## config.mk

```make
export PLATFORM = sky130hd
export DESIGN_NAME = lcd_mode_line_timing_flat
export DESIGN_NICKNAME = d
export VERILOG_FILES = /design/src/rtl/lmlt_pkg.sv /design/src/rtl/lmlt_if.sv /design/src/rtl/lmlt_cfg.sv /design/src/rtl/lmlt_core.sv /design/src/rtl/lmlt_skid.sv /design/src/rtl/lcd_mode_line_timing.sv /design/src/flat_wrapper.sv
export SDC_FILE = /design/constraint.sdc
export NUM_CORES = 1
export LEC_CHECK = 0
export BUFFER_PORTS_ARGS = -buffer_cell sky130_fd_sc_hd__buf_2
export CAP_MARGIN = 10
export CORE_AREA = 2 2 103 144
export CTS_CLUSTER_SIZE = 16
export DETAILED_ROUTE_END_ITERATION = 8
export DIE_AREA = 0 0 105 146
export GPL_ROUTABILITY_DRIVEN = 0
export GPL_TIMING_DRIVEN = 0
export SYNTH_ARGS = -nofsm -noshare
export SYNTH_HDL_FRONTEND = slang
export SYNTH_SLANG_ARGS = --single-unit
```

## constraint.sdc

```tcl
create_clock -name i_clk -period 3.2 [get_ports i_clk]
set_clock_uncertainty 0.1 [all_clocks]
set_input_delay 0.16 -clock i_clk [delete_from_list [all_inputs] [get_ports i_clk]]
set_output_delay 0.16 -clock i_clk [all_outputs]
set_load 0.01 [all_outputs]
```

## src/rtl/lmlt_pkg.sv

```systemverilog
`timescale 1ns / 1ps
// ----------------------------------------------------------------------------
// lmlt_pkg
// Shared types, constants and codes of the LCD mode and line timing block.
// ----------------------------------------------------------------------------
package lmlt_pkg;

    localparam int DOT_W  = 9;
    localparam int LINE_W = 8;
    localparam int OFF_W  = 14;
    localparam int CFG_IDX_W  = 3;
    localparam int CFG_DATA_W = 8;

    localparam logic [DOT_W-1:0]  DOTS_PER_LINE     = DOT_W'(456);
    localparam logic [DOT_W-1:0]  DOT_MAX           = '1;
    localparam logic [DOT_W-1:0]  OAM_END_DOT       = DOT_W'(80);
    localparam logic [DOT_W-1:0]  XFER_END_DOT      = DOT_W'(252);
    localparam logic [LINE_W-1:0] VBLANK_FIRST_LINE = LINE_W'(144);
    localparam logic [LINE_W-1:0] LINES_PER_FRAME   = LINE_W'(154);
    localparam logic [OFF_W-1:0]  OFF_EVENT_PERIOD  = OFF_W'(9120);

    typedef enum logic [1:0] {
        MODE_HBLANK = 2'd0,
        MODE_VBLANK = 2'd1,
        MODE_OAM    = 2'd2,
        MODE_XFER   = 2'd3
    } t_lcd_mode;

    typedef enum logic [CFG_IDX_W-1:0] {
        CFG_LCD_ENABLE   = 3'd0,
        CFG_LINE_COMPARE = 3'd1,
        CFG_HBLANK_IE    = 3'd2,
        CFG_VBLANK_IE    = 3'd3,
        CFG_OAM_IE       = 3'd4,
        CFG_MATCH_IE     = 3'd5
    } t_cfg_idx;

    typedef struct packed {
        logic              lcd_enable;
        logic [LINE_W-1:0] line_compare;
        logic              hblank_irq_enable;
        logic              vblank_stat_enable;
        logic              oam_irq_enable;
        logic              match_irq_enable;
    } t_cfg;

    typedef struct packed {
        t_lcd_mode         lcd_mode;
        logic [LINE_W-1:0] line_number;
        logic              match_flag;
        logic              stat_irq;
        logic              vblank_irq;
        logic              render_req;
        logic [LINE_W-1:0] render_line;
        logic              hdma_req;
        logic              frame_done;
        logic              off_event;
    } t_result;

endpackage

```

## src/rtl/lmlt_if.sv

```systemverilog
`timescale 1ns / 1ps
// ----------------------------------------------------------------------------
// lmlt channel interfaces
// Tick input channel, result output channel and configuration write channel.
// ----------------------------------------------------------------------------
interface lmlt_in_if;
    logic valid;
    logic ready;
    logic tick;

    modport source (output valid, output tick, input ready);
    modport sink   (input valid, input tick, output ready);
endinterface

interface lmlt_out_if;
    logic       valid;
    logic       ready;
    logic [1:0] lcd_mode;
    logic [7:0] line_number;
    logic       match_flag;
    logic       stat_irq;
    logic       vblank_irq;
    logic       render_req;
    logic [7:0] render_line;
    logic       hdma_req;
    logic       frame_done;
    logic       off_event;

    modport source (output valid, output lcd_mode, output line_number, output match_flag,
                    output stat_irq, output vblank_irq, output render_req,
                    output render_line, output hdma_req, output frame_done,
                    output off_event, input ready);
    modport sink   (input valid, input lcd_mode, input line_number, input match_flag,
                    input stat_irq, input vblank_irq, input render_req,
                    input render_line, input hdma_req, input frame_done,
                    input off_event, output ready);
endinterface

interface lmlt_cfg_if;
    logic       valid;
    logic       ready;
    logic [2:0] index;
    logic [7:0] data;

    modport source (output valid, output index, output data, input ready);
    modport sink   (input valid, input index, input data, output ready);
endinterface

```

## src/rtl/lmlt_cfg.sv

```systemverilog
`timescale 1ns / 1ps
// ----------------------------------------------------------------------------
// lmlt_cfg
// Configuration register file, written one word per handshake.
// ----------------------------------------------------------------------------
module lmlt_cfg (
    input  logic                           i_clk,
    input  logic                           i_rst_n,
    input  logic                           i_wr,
    input  logic [lmlt_pkg::CFG_IDX_W-1:0]  i_idx,
    input  logic [lmlt_pkg::CFG_DATA_W-1:0] i_data,
    output lmlt_pkg::t_cfg                 o_cfg
);
    import lmlt_pkg::*;

    t_cfg r_cfg;
    t_cfg n_cfg;

    always_comb begin
        n_cfg = r_cfg;
        if (i_wr) begin
            unique case (t_cfg_idx'(i_idx))
                CFG_LCD_ENABLE:   n_cfg.lcd_enable         = i_data[0];
                CFG_LINE_COMPARE: n_cfg.line_compare       = i_data[LINE_W-1:0];
                CFG_HBLANK_IE:    n_cfg.hblank_irq_enable  = i_data[0];
                CFG_VBLANK_IE:    n_cfg.vblank_stat_enable = i_data[0];
                CFG_OAM_IE:       n_cfg.oam_irq_enable     = i_data[0];
                CFG_MATCH_IE:     n_cfg.match_irq_enable   = i_data[0];
                default:          n_cfg = r_cfg;
            endcase
        end
    end

    always_ff @(posedge i_clk) begin
        if (!i_rst_n) begin
            r_cfg <= '{lcd_enable: 1'b1, line_compare: '0, default: 1'b0};
        end else begin
            r_cfg <= n_cfg;
        end
    end

    assign o_cfg = r_cfg;

endmodule

```

## src/rtl/lmlt_core.sv

```systemverilog
`timescale 1ns / 1ps
// ----------------------------------------------------------------------------
// lmlt_core
// Dot, line, mode, coincidence and off-period state; forms one result word
// per accepted tick word.
// ----------------------------------------------------------------------------
module lmlt_core (
    input  logic              i_clk,
    input  logic              i_rst_n,
    input  logic              i_accept,
    input  logic              i_tick,
    input  lmlt_pkg::t_cfg    i_cfg,
    output lmlt_pkg::t_result o_result
);
    import lmlt_pkg::*;

    logic [DOT_W-1:0]  r_dot,   n_dot;
    logic [LINE_W-1:0] r_line,  n_line;
    t_lcd_mode         r_mode,  n_mode;
    logic              r_match, n_match;
    logic [OFF_W-1:0]  r_off,   n_off;

    logic [DOT_W-1:0]  dot_inc;
    logic [LINE_W-1:0] line_inc;
    logic [OFF_W-1:0]  off_inc;
    logic              inc_match;
    logic              zero_match;
    logic              line_end;
    t_result           res;

    assign dot_inc    = (r_dot != DOT_MAX) ? r_dot + DOT_W'(1) : r_dot;
    assign line_inc   = r_line + LINE_W'(1);
    assign off_inc    = r_off + OFF_W'(1);
    assign inc_match  = (line_inc == i_cfg.line_compare);
    assign zero_match = (i_cfg.line_compare == '0);
    assign line_end   = (dot_inc >= DOTS_PER_LINE);

    always_comb begin
        n_dot   = r_dot;
        n_line  = r_line;
        n_mode  = r_mode;
        n_match = r_match;
        n_off   = r_off;
        res     = '0;
        if (i_tick) begin
            if (!i_cfg.lcd_enable) begin
                n_off         = (off_inc == OFF_EVENT_PERIOD) ? '0 : off_inc;
                res.off_event = (off_inc == OFF_EVENT_PERIOD);
            end else begin
                n_dot = dot_inc;
                unique case (r_mode)
                    MODE_HBLANK: begin
                        if (line_end) begin
                            res.render_req  = 1'b1;
                            res.render_line = r_line;
                            res.hdma_req    = 1'b1;
                            n_line          = line_inc;
                            n_match         = inc_match;
                            res.stat_irq    = inc_match & i_cfg.match_irq_enable;
                            if (line_inc == VBLANK_FIRST_LINE) begin
                                res.stat_irq   = res.stat_irq | i_cfg.vblank_stat_enable;
                                res.vblank_irq = 1'b1;
                                n_mode         = MODE_VBLANK;
                            end else begin
                                res.stat_irq = res.stat_irq | i_cfg.oam_irq_enable;
                                n_mode       = MODE_OAM;
                            end
                            n_dot = '0;
                        end
                    end
                    MODE_VBLANK: begin
                        if (line_end) begin
                            res.stat_irq = inc_match & i_cfg.match_irq_enable;
                            if (line_inc == LINES_PER_FRAME) begin
                                res.frame_done = 1'b1;
                                n_line         = '0;
                                n_match        = zero_match;
                                res.stat_irq   = res.stat_irq | i_cfg.oam_irq_enable
                                               | (zero_match & i_cfg.match_irq_enable);
                                n_mode         = MODE_OAM;
                            end else begin
                                n_line  = line_inc;
                                n_match = inc_match;
                            end
                            n_dot = '0;
                        end
                    end
                    MODE_OAM: begin
                        if (dot_inc >= OAM_END_DOT) begin
                            n_mode = MODE_XFER;
                        end
                    end
                    MODE_XFER: begin
                        if (dot_inc >= XFER_END_DOT) begin
                            n_mode       = MODE_HBLANK;
                            res.stat_irq = i_cfg.hblank_irq_enable;
                        end
                    end
                    default: n_mode = r_mode;
                endcase
            end
        end
        res.lcd_mode    = n_mode;
        res.line_number = n_line;
        res.match_flag  = n_match;
    end

    always_ff @(posedge i_clk) begin
        if (!i_rst_n) begin
            r_dot   <= '0;
            r_line  <= '0;
            r_mode  <= MODE_OAM;
            r_match <= 1'b0;
            r_off   <= '0;
        end else if (i_accept) begin
            r_dot   <= n_dot;
            r_line  <= n_line;
            r_mode  <= n_mode;
            r_match <= n_match;
            r_off   <= n_off;
        end
    end

    assign o_result = res;

endmodule

```

## src/rtl/lmlt_skid.sv

```systemverilog
`timescale 1ns / 1ps
// ----------------------------------------------------------------------------
// lmlt_skid
// Result register with a skid stage; input ready depends only on local state.
// ----------------------------------------------------------------------------
module lmlt_skid (
    input  logic              i_clk,
    input  logic              i_rst_n,
    input  logic              i_valid,
    output logic              o_ready,
    input  lmlt_pkg::t_result i_data,
    output logic              o_valid,
    input  logic              i_ready,
    output lmlt_pkg::t_result o_data
);
    import lmlt_pkg::*;

    logic    r_out_v;
    logic    r_skid_v;
    t_result r_out;
    t_result r_skid;
    logic    in_fire;
    logic    out_fire;

    assign o_ready  = !r_skid_v;
    assign in_fire  = i_valid && !r_skid_v;
    assign out_fire = r_out_v && i_ready;

    always_ff @(posedge i_clk) begin
        if (!i_rst_n) begin
            r_out_v  <= 1'b0;
            r_skid_v <= 1'b0;
        end else if (in_fire) begin
            if (!r_out_v || out_fire) begin
                r_out_v <= 1'b1;
            end else begin
                r_skid_v <= 1'b1;
            end
        end else if (out_fire) begin
            if (r_skid_v) begin
                r_skid_v <= 1'b0;
            end else begin
                r_out_v <= 1'b0;
            end
        end
    end

    always_ff @(posedge i_clk) begin
        if (in_fire) begin
            if (!r_out_v || out_fire) begin
                r_out <= i_data;
            end else begin
                r_skid <= i_data;
            end
        end else if (out_fire && r_skid_v) begin
            r_out <= r_skid;
        end
    end

    assign o_valid = r_out_v;
    assign o_data  = r_out;

endmodule

```

## src/rtl/lcd_mode_line_timing.sv

```systemverilog
`timescale 1ns / 1ps
// ----------------------------------------------------------------------------
// lcd_mode_line_timing
// LCD mode and scan line timing, one dot-clock tick word per input word.
// Result words are registered; the skid register holds one while output stalls.
// One word per cycle while the skid register is empty; state updates on accept.
// Reset (synchronous, active low): line 0, dot 0, OAM scan mode, display
// enabled, interrupt enables and compare cleared, output buffer empty.
// ----------------------------------------------------------------------------
module lcd_mode_line_timing (
    input  logic i_clk,
    input  logic i_rst_n,
    lmlt_in_if.sink    i_in,
    lmlt_out_if.source o_out,
    lmlt_cfg_if.sink   i_cfg
);
    import lmlt_pkg::*;

    t_cfg    cfg;
    t_result result;
    t_result out_data;
    logic    in_ready;
    logic    accept;

    assign i_cfg.ready = 1'b1;
    assign i_in.ready  = in_ready;
    assign accept      = i_in.valid && in_ready;

    lmlt_cfg u_cfg (
        .i_clk   (i_clk),
        .i_rst_n (i_rst_n),
        .i_wr    (i_cfg.valid),
        .i_idx   (i_cfg.index),
        .i_data  (i_cfg.data),
        .o_cfg   (cfg)
    );

    lmlt_core u_core (
        .i_clk    (i_clk),
        .i_rst_n  (i_rst_n),
        .i_accept (accept),
        .i_tick   (i_in.tick),
        .i_cfg    (cfg),
        .o_result (result)
    );

    lmlt_skid u_skid (
        .i_clk   (i_clk),
        .i_rst_n (i_rst_n),
        .i_valid (i_in.valid),
        .o_ready (in_ready),
        .i_data  (result),
        .o_valid (o_out.valid),
        .i_ready (o_out.ready),
        .o_data  (out_data)
    );

    assign o_out.lcd_mode    = out_data.lcd_mode;
    assign o_out.line_number = out_data.line_number;
    assign o_out.match_flag  = out_data.match_flag;
    assign o_out.stat_irq    = out_data.stat_irq;
    assign o_out.vblank_irq  = out_data.vblank_irq;
    assign o_out.render_req  = out_data.render_req;
    assign o_out.render_line = out_data.render_line;
    assign o_out.hdma_req    = out_data.hdma_req;
    assign o_out.frame_done  = out_data.frame_done;
    assign o_out.off_event   = out_data.off_event;

endmodule

```

## src/flat_wrapper.sv

```systemverilog
// flat-port wrapper written by rule: the top's interface ports become plain ports
module lcd_mode_line_timing_flat import lmlt_pkg::*;
  (i_clk, i_rst_n, i_in_valid, i_in_tick, i_in_ready, o_out_valid, o_out_lcd_mode, o_out_line_number, o_out_match_flag, o_out_stat_irq, o_out_vblank_irq, o_out_render_req, o_out_render_line, o_out_hdma_req, o_out_frame_done, o_out_off_event, o_out_ready, i_cfg_valid, i_cfg_index, i_cfg_data, i_cfg_ready);
  lmlt_in_if i_in_i ();
  lmlt_out_if o_out_i ();
  lmlt_cfg_if i_cfg_i ();
  input  logic i_clk;
  input  logic i_rst_n;
  input wire logic [$bits(i_in_i.valid)-1:0] i_in_valid;
  input wire logic [$bits(i_in_i.tick)-1:0] i_in_tick;
  output wire logic [$bits(i_in_i.ready)-1:0] i_in_ready;
  output wire logic [$bits(o_out_i.valid)-1:0] o_out_valid;
  output wire logic [$bits(o_out_i.lcd_mode)-1:0] o_out_lcd_mode;
  output wire logic [$bits(o_out_i.line_number)-1:0] o_out_line_number;
  output wire logic [$bits(o_out_i.match_flag)-1:0] o_out_match_flag;
  output wire logic [$bits(o_out_i.stat_irq)-1:0] o_out_stat_irq;
  output wire logic [$bits(o_out_i.vblank_irq)-1:0] o_out_vblank_irq;
  output wire logic [$bits(o_out_i.render_req)-1:0] o_out_render_req;
  output wire logic [$bits(o_out_i.render_line)-1:0] o_out_render_line;
  output wire logic [$bits(o_out_i.hdma_req)-1:0] o_out_hdma_req;
  output wire logic [$bits(o_out_i.frame_done)-1:0] o_out_frame_done;
  output wire logic [$bits(o_out_i.off_event)-1:0] o_out_off_event;
  input wire logic [$bits(o_out_i.ready)-1:0] o_out_ready;
  input wire logic [$bits(i_cfg_i.valid)-1:0] i_cfg_valid;
  input wire logic [$bits(i_cfg_i.index)-1:0] i_cfg_index;
  input wire logic [$bits(i_cfg_i.data)-1:0] i_cfg_data;
  output wire logic [$bits(i_cfg_i.ready)-1:0] i_cfg_ready;
  assign i_in_i.valid = i_in_valid;
  assign i_in_i.tick = i_in_tick;
  assign i_in_ready = i_in_i.ready;
  assign o_out_valid = o_out_i.valid;
  assign o_out_lcd_mode = o_out_i.lcd_mode;
  assign o_out_line_number = o_out_i.line_number;
  assign o_out_match_flag = o_out_i.match_flag;
  assign o_out_stat_irq = o_out_i.stat_irq;
  assign o_out_vblank_irq = o_out_i.vblank_irq;
  assign o_out_render_req = o_out_i.render_req;
  assign o_out_render_line = o_out_i.render_line;
  assign o_out_hdma_req = o_out_i.hdma_req;
  assign o_out_frame_done = o_out_i.frame_done;
  assign o_out_off_event = o_out_i.off_event;
  assign o_out_i.ready = o_out_ready;
  assign i_cfg_i.valid = i_cfg_valid;
  assign i_cfg_i.index = i_cfg_index;
  assign i_cfg_i.data = i_cfg_data;
  assign i_cfg_ready = i_cfg_i.ready;
  lcd_mode_line_timing u_core (.i_clk(i_clk), .i_rst_n(i_rst_n), .i_in(i_in_i), .o_out(o_out_i), .i_cfg(i_cfg_i));
endmodule
```

==> results.md <==
* Status: completed
* FMAX at 329 MHz
* Worst skew pair latency at 350 ps
* Required @ worst endpoint at 3200 ps
* FF/Latch Area at 0.00242 mm²
* Total number of vias at 4,295
* Register area share after synthesis at 47.5%
* Pin count of the biggest net entering global routing at 25
* WS Path Type: register to register
* CP Launch Point: u_core.u_core.r_dot[0]$_SDFFE_PN0P_
* DIE HEIGHT at 146 µm
* Clock Root Buffer: clkbuf_16
* Post-synthesis compound-gate area fraction at 16.9%
* Layout area overhead at 17.6%
* Final Max Tran Viols at 0
* Pleak at 2.05 nW
* Synthesis warning total at 0
* Crit path launch type: register
* Starting DRT DRC Count at 247
* Gr ovfl total at 0
* Hold Slack at 30.0 ps
* CTS Buf Count at 9
* Reg2Reg Depth at 7
* RSZ-0062 raised after global routing: false
* Initial antenna violation count at 0
* Final Util at 43.1%
* WL final at 12,200 µm
* Detail Route Antenna Nets at 0
* Layout net count at 620
* CORE AREA at 0.0139 mm²
* Worst Path Max Fanout at 7
* Total I/O pin count at 45
* Synth area leader: edfxtp_1
* Die width at 105 µm
* Pwr dens at 449 mW/mm²
* Layout cell share with drive strength beyond 1 at 17.1%
* Synth async-reset ratio at 0%
* Dpl ws at -14.1 ps
* Hold Violations, Final at 0
* Mapped Area at 0.00510 mm²
* Ys flop type: dfxtp_1
* First-pass GRT wire length at 19,800 µm
* Max clock buf depth at 2
* VDD IR max at 199 µV
* Drt pass-1 iters at 5
* Max Cap Violations at 0
* Final cycle utilization of the critical path at 94.9%
* Mean Syn Cell Area at 9.58 µm²
* Post-synth EDFFs at 48
* Final setup margin at 163 ps
* Final min period at 3040 ps
* Fillers at 1,392
* Drt wl/cell at 15.5 µm
* Gr usage total at 15.9%
* Largest family of logic cells by synthesized area: simple AND/OR/NAND/NOR gates
* Port Buffer Count at 42
* Multi-input logic area at 0.00252 mm²
* Initial Util at 36.6%
* CTS sink cnt at 97
* Clk slew on worst S/H paths at 70 ps
* Worst Tran Pin Value at 737 ps
* Distinct cells, synth at 70
* Synth area leaders: edfxtp_1 (28%), dfxtp_1 (19%), a21oi_1 (3.7%)
* Via-to-Cell Ratio at 5.45
* Residual DRC count at 0
* Synth Area in Adders at 1.23%
* Vias in the first global route at 4,021
* Share of the synthesized area in the top cell type at 28.3%
* Worst R2R Setup Slack at 160 ps
* Worst Path Arrival at 3040 ps
* Slew Limit Headroom at 50.9%
* Setup violations, final at 0
* Synthesis-stage register bit count at 97
* Total Power at 2.69 mW
* Detailed-placement wirelength estimate at 8810 µm
* CTS tree: yes
* Synth Net Count at 554
* H-tree levels at 3
* RR Startpoint: u_core.u_core.r_dot[0]$_SDFFE_PN0P_
* Antenna cells at 0
* Die Area at 0.0153 mm²
* Crit path to: u_core.u_skid.o_data[19]$_DFFE_PP_
* Xor and xnor area share after synthesis at 4.30%
* Hold Crit Class: input port to register
* Cells after Synth at 532
* Worst r2r dst: u_core.u_skid.o_data[19]$_DFFE_PP_
* Crit path capture type: register
* Post-synthesis mux area share at 4.44%
* Cell row count at 51
* Synth Area in Simple Gates at 21.8%
timing repair:
action	in CTS	in global routing
setup buffers	0	4
gates resized for setup	2	9
hold buffers	8	0
endpoints found under the hold margin	8	0
pin swaps	0	2
setup endpoints to repair	3	63
synthesized netlist by cell type (5+ instances only):
library cell and instances:
a21oi_1 38, a22o_1 9, a31oi_1 11, and2_1 13
and3_1 6, buf_2 5, clkbuf_1 26, dfxtp_1 49
edfxtp_1 48, ha_1 5, inv_1 9, mux2_2 5
mux2i_1 17, nand2_1 39, nand2b_1 5, nand3_1 22
nand3b_1 7, nand4_1 8, nor2_1 50, nor2b_1 6
nor3_1 13, nor4_1 5, o21ai_0 28, or3_1 6
xnor2_1 16, xor2_1 9
final cells by class:
cell class	count	share of cell area, %
Buffer	35	2.44
Clock buffer	9	3.76
Clock inverter	7	1.17
Inverter	10	0.626
Multi-Input combinational cell	389	42.0
Sequential cell	97	40.4
Tap cell	185	3.86
Timing Repair Buffer	56	5.68
how the worst min path moves through the flow:
| stage | from | endpoint | slack [ps] | cells after the start |
|---|---|---|---|---|
| 6_report | i_cfg_data[0] | u_core.u_cfg.o_cfg[12]$_SDFFE_PN1P_ | 30 | 3 |
| 5_1_grt | i_cfg_data[0] | u_core.u_cfg.o_cfg[12]$_SDFFE_PN1P_ | 50 | 3 |
| 3_5_place_dp | o_out_ready | u_core.u_skid.r_skid_v$_SDFFE_PN0P_ | 270 | 2 |
| 3_3_place_gp | o_out_ready | u_core.u_skid.r_skid_v$_SDFFE_PN0P_ | 260 | 2 |
| 4_1_cts | i_cfg_data[0] | u_core.u_cfg.o_cfg[12]$_SDFFE_PN1P_ | 20 | 3 |
| 2_1_floorplan | o_out_ready | u_core.u_skid.r_skid_v$_SDFFE_PN0P_ | 160 | 1 |
power by group:
group          internal, mW  switching, mW  leakage [nW]  total [mW]
logic                0.0934          0.143          1.09       0.237
registers              1.36         0.0233         0.816        1.38
clock network         0.552          0.522         0.147        1.07
layer usage:
| metal | vias to the layer above | part of all wire, % | global-route usage (%) |
|---|---|---|---|
| met5 | - | 0 | 0 |
| met4 | 0 | 3.9 | 8.00 |
| met3 | 37 | 4.9 | 3.13 |
| met2 | 142 | 48 | 25.9 |
| met1 | 2015 | 44 | 20.0 |
| li1 | 2101 | - | - |
cells in the final DEF (no fill, tap or decap), types with 4 or more instances in the layout:
cell type	count
nor3_1	11
clkbuf_16	9
a211oi_1	4
a22o_1	9
o21ai_1	4
nor4_1	5
nand2b_1	5
nor2b_1	6
a31oi_1	11
buf_2	47
nand3_1	22
nor2_1	50
and3_1	5
nor4b_1	4
clkbuf_1	24
ha_1	5
dlygate4sd3_1	8
xnor2_1	16
a21oi_1	37
buf_4	6
or3_1	6
mux2i_1	17
nand3b_1	7
nand2_1	39
o21a_1	4
xor2_1	9
dfxtp_1	48
o21ai_0	27
nand4_1	8
a21o_1	4
and2_1	13
edfxtp_1	48
mux2_2	5
inv_1	9
per-stage QoR:
step                instance area [µm²]  TNS (ps)  std cells
floorplan                          5100         0        532
global placement                   5540    -12070        759
detailed placement                 5560     -14.1        760
CTS                                5940         0        784
global route                       5990         0        788
finish                             5990         0        788
state kept, by name (all words and copies together), names as in the netlist:
register,flops
u_core.u_skid.r_skid,24
u_core.u_skid.r_skid_v,1
u_core.u_cfg.o_cfg,13
u_core.u_skid.o_valid,1
u_core.u_core.r_off,14
u_core.u_core.r_mode,2
u_core.u_core.r_dot,9
u_core.u_core.r_line,8
u_core.u_core.r_match,1
u_core.u_skid.o_data,24
logic make-up (layout without fill, tap and decap cells):
kind of cell | Yosys count | count (layout)
AND/OR/NAND/NOR | 206 | 206
AO/OA/AOI/OAI | 130 | 130
flip-flops | 97 | 97
buffers and inverters | 46 | 117
XOR/XNOR | 25 | 25
multiplexers | 22 | 22
adder cells (fa/ha/maj) | 5 | 5
other | 1 | 1
critical path, stage by stage, from the launching register on:
cell	delay [ps]
dfxtp_1	380
ha_1	310
or4_4	550
a311o_4	420
a211o_2	380
a21o_1	180
a22o_1	210
mux2_2	270
No activity file was read; power rests on OpenSTA's default activity.
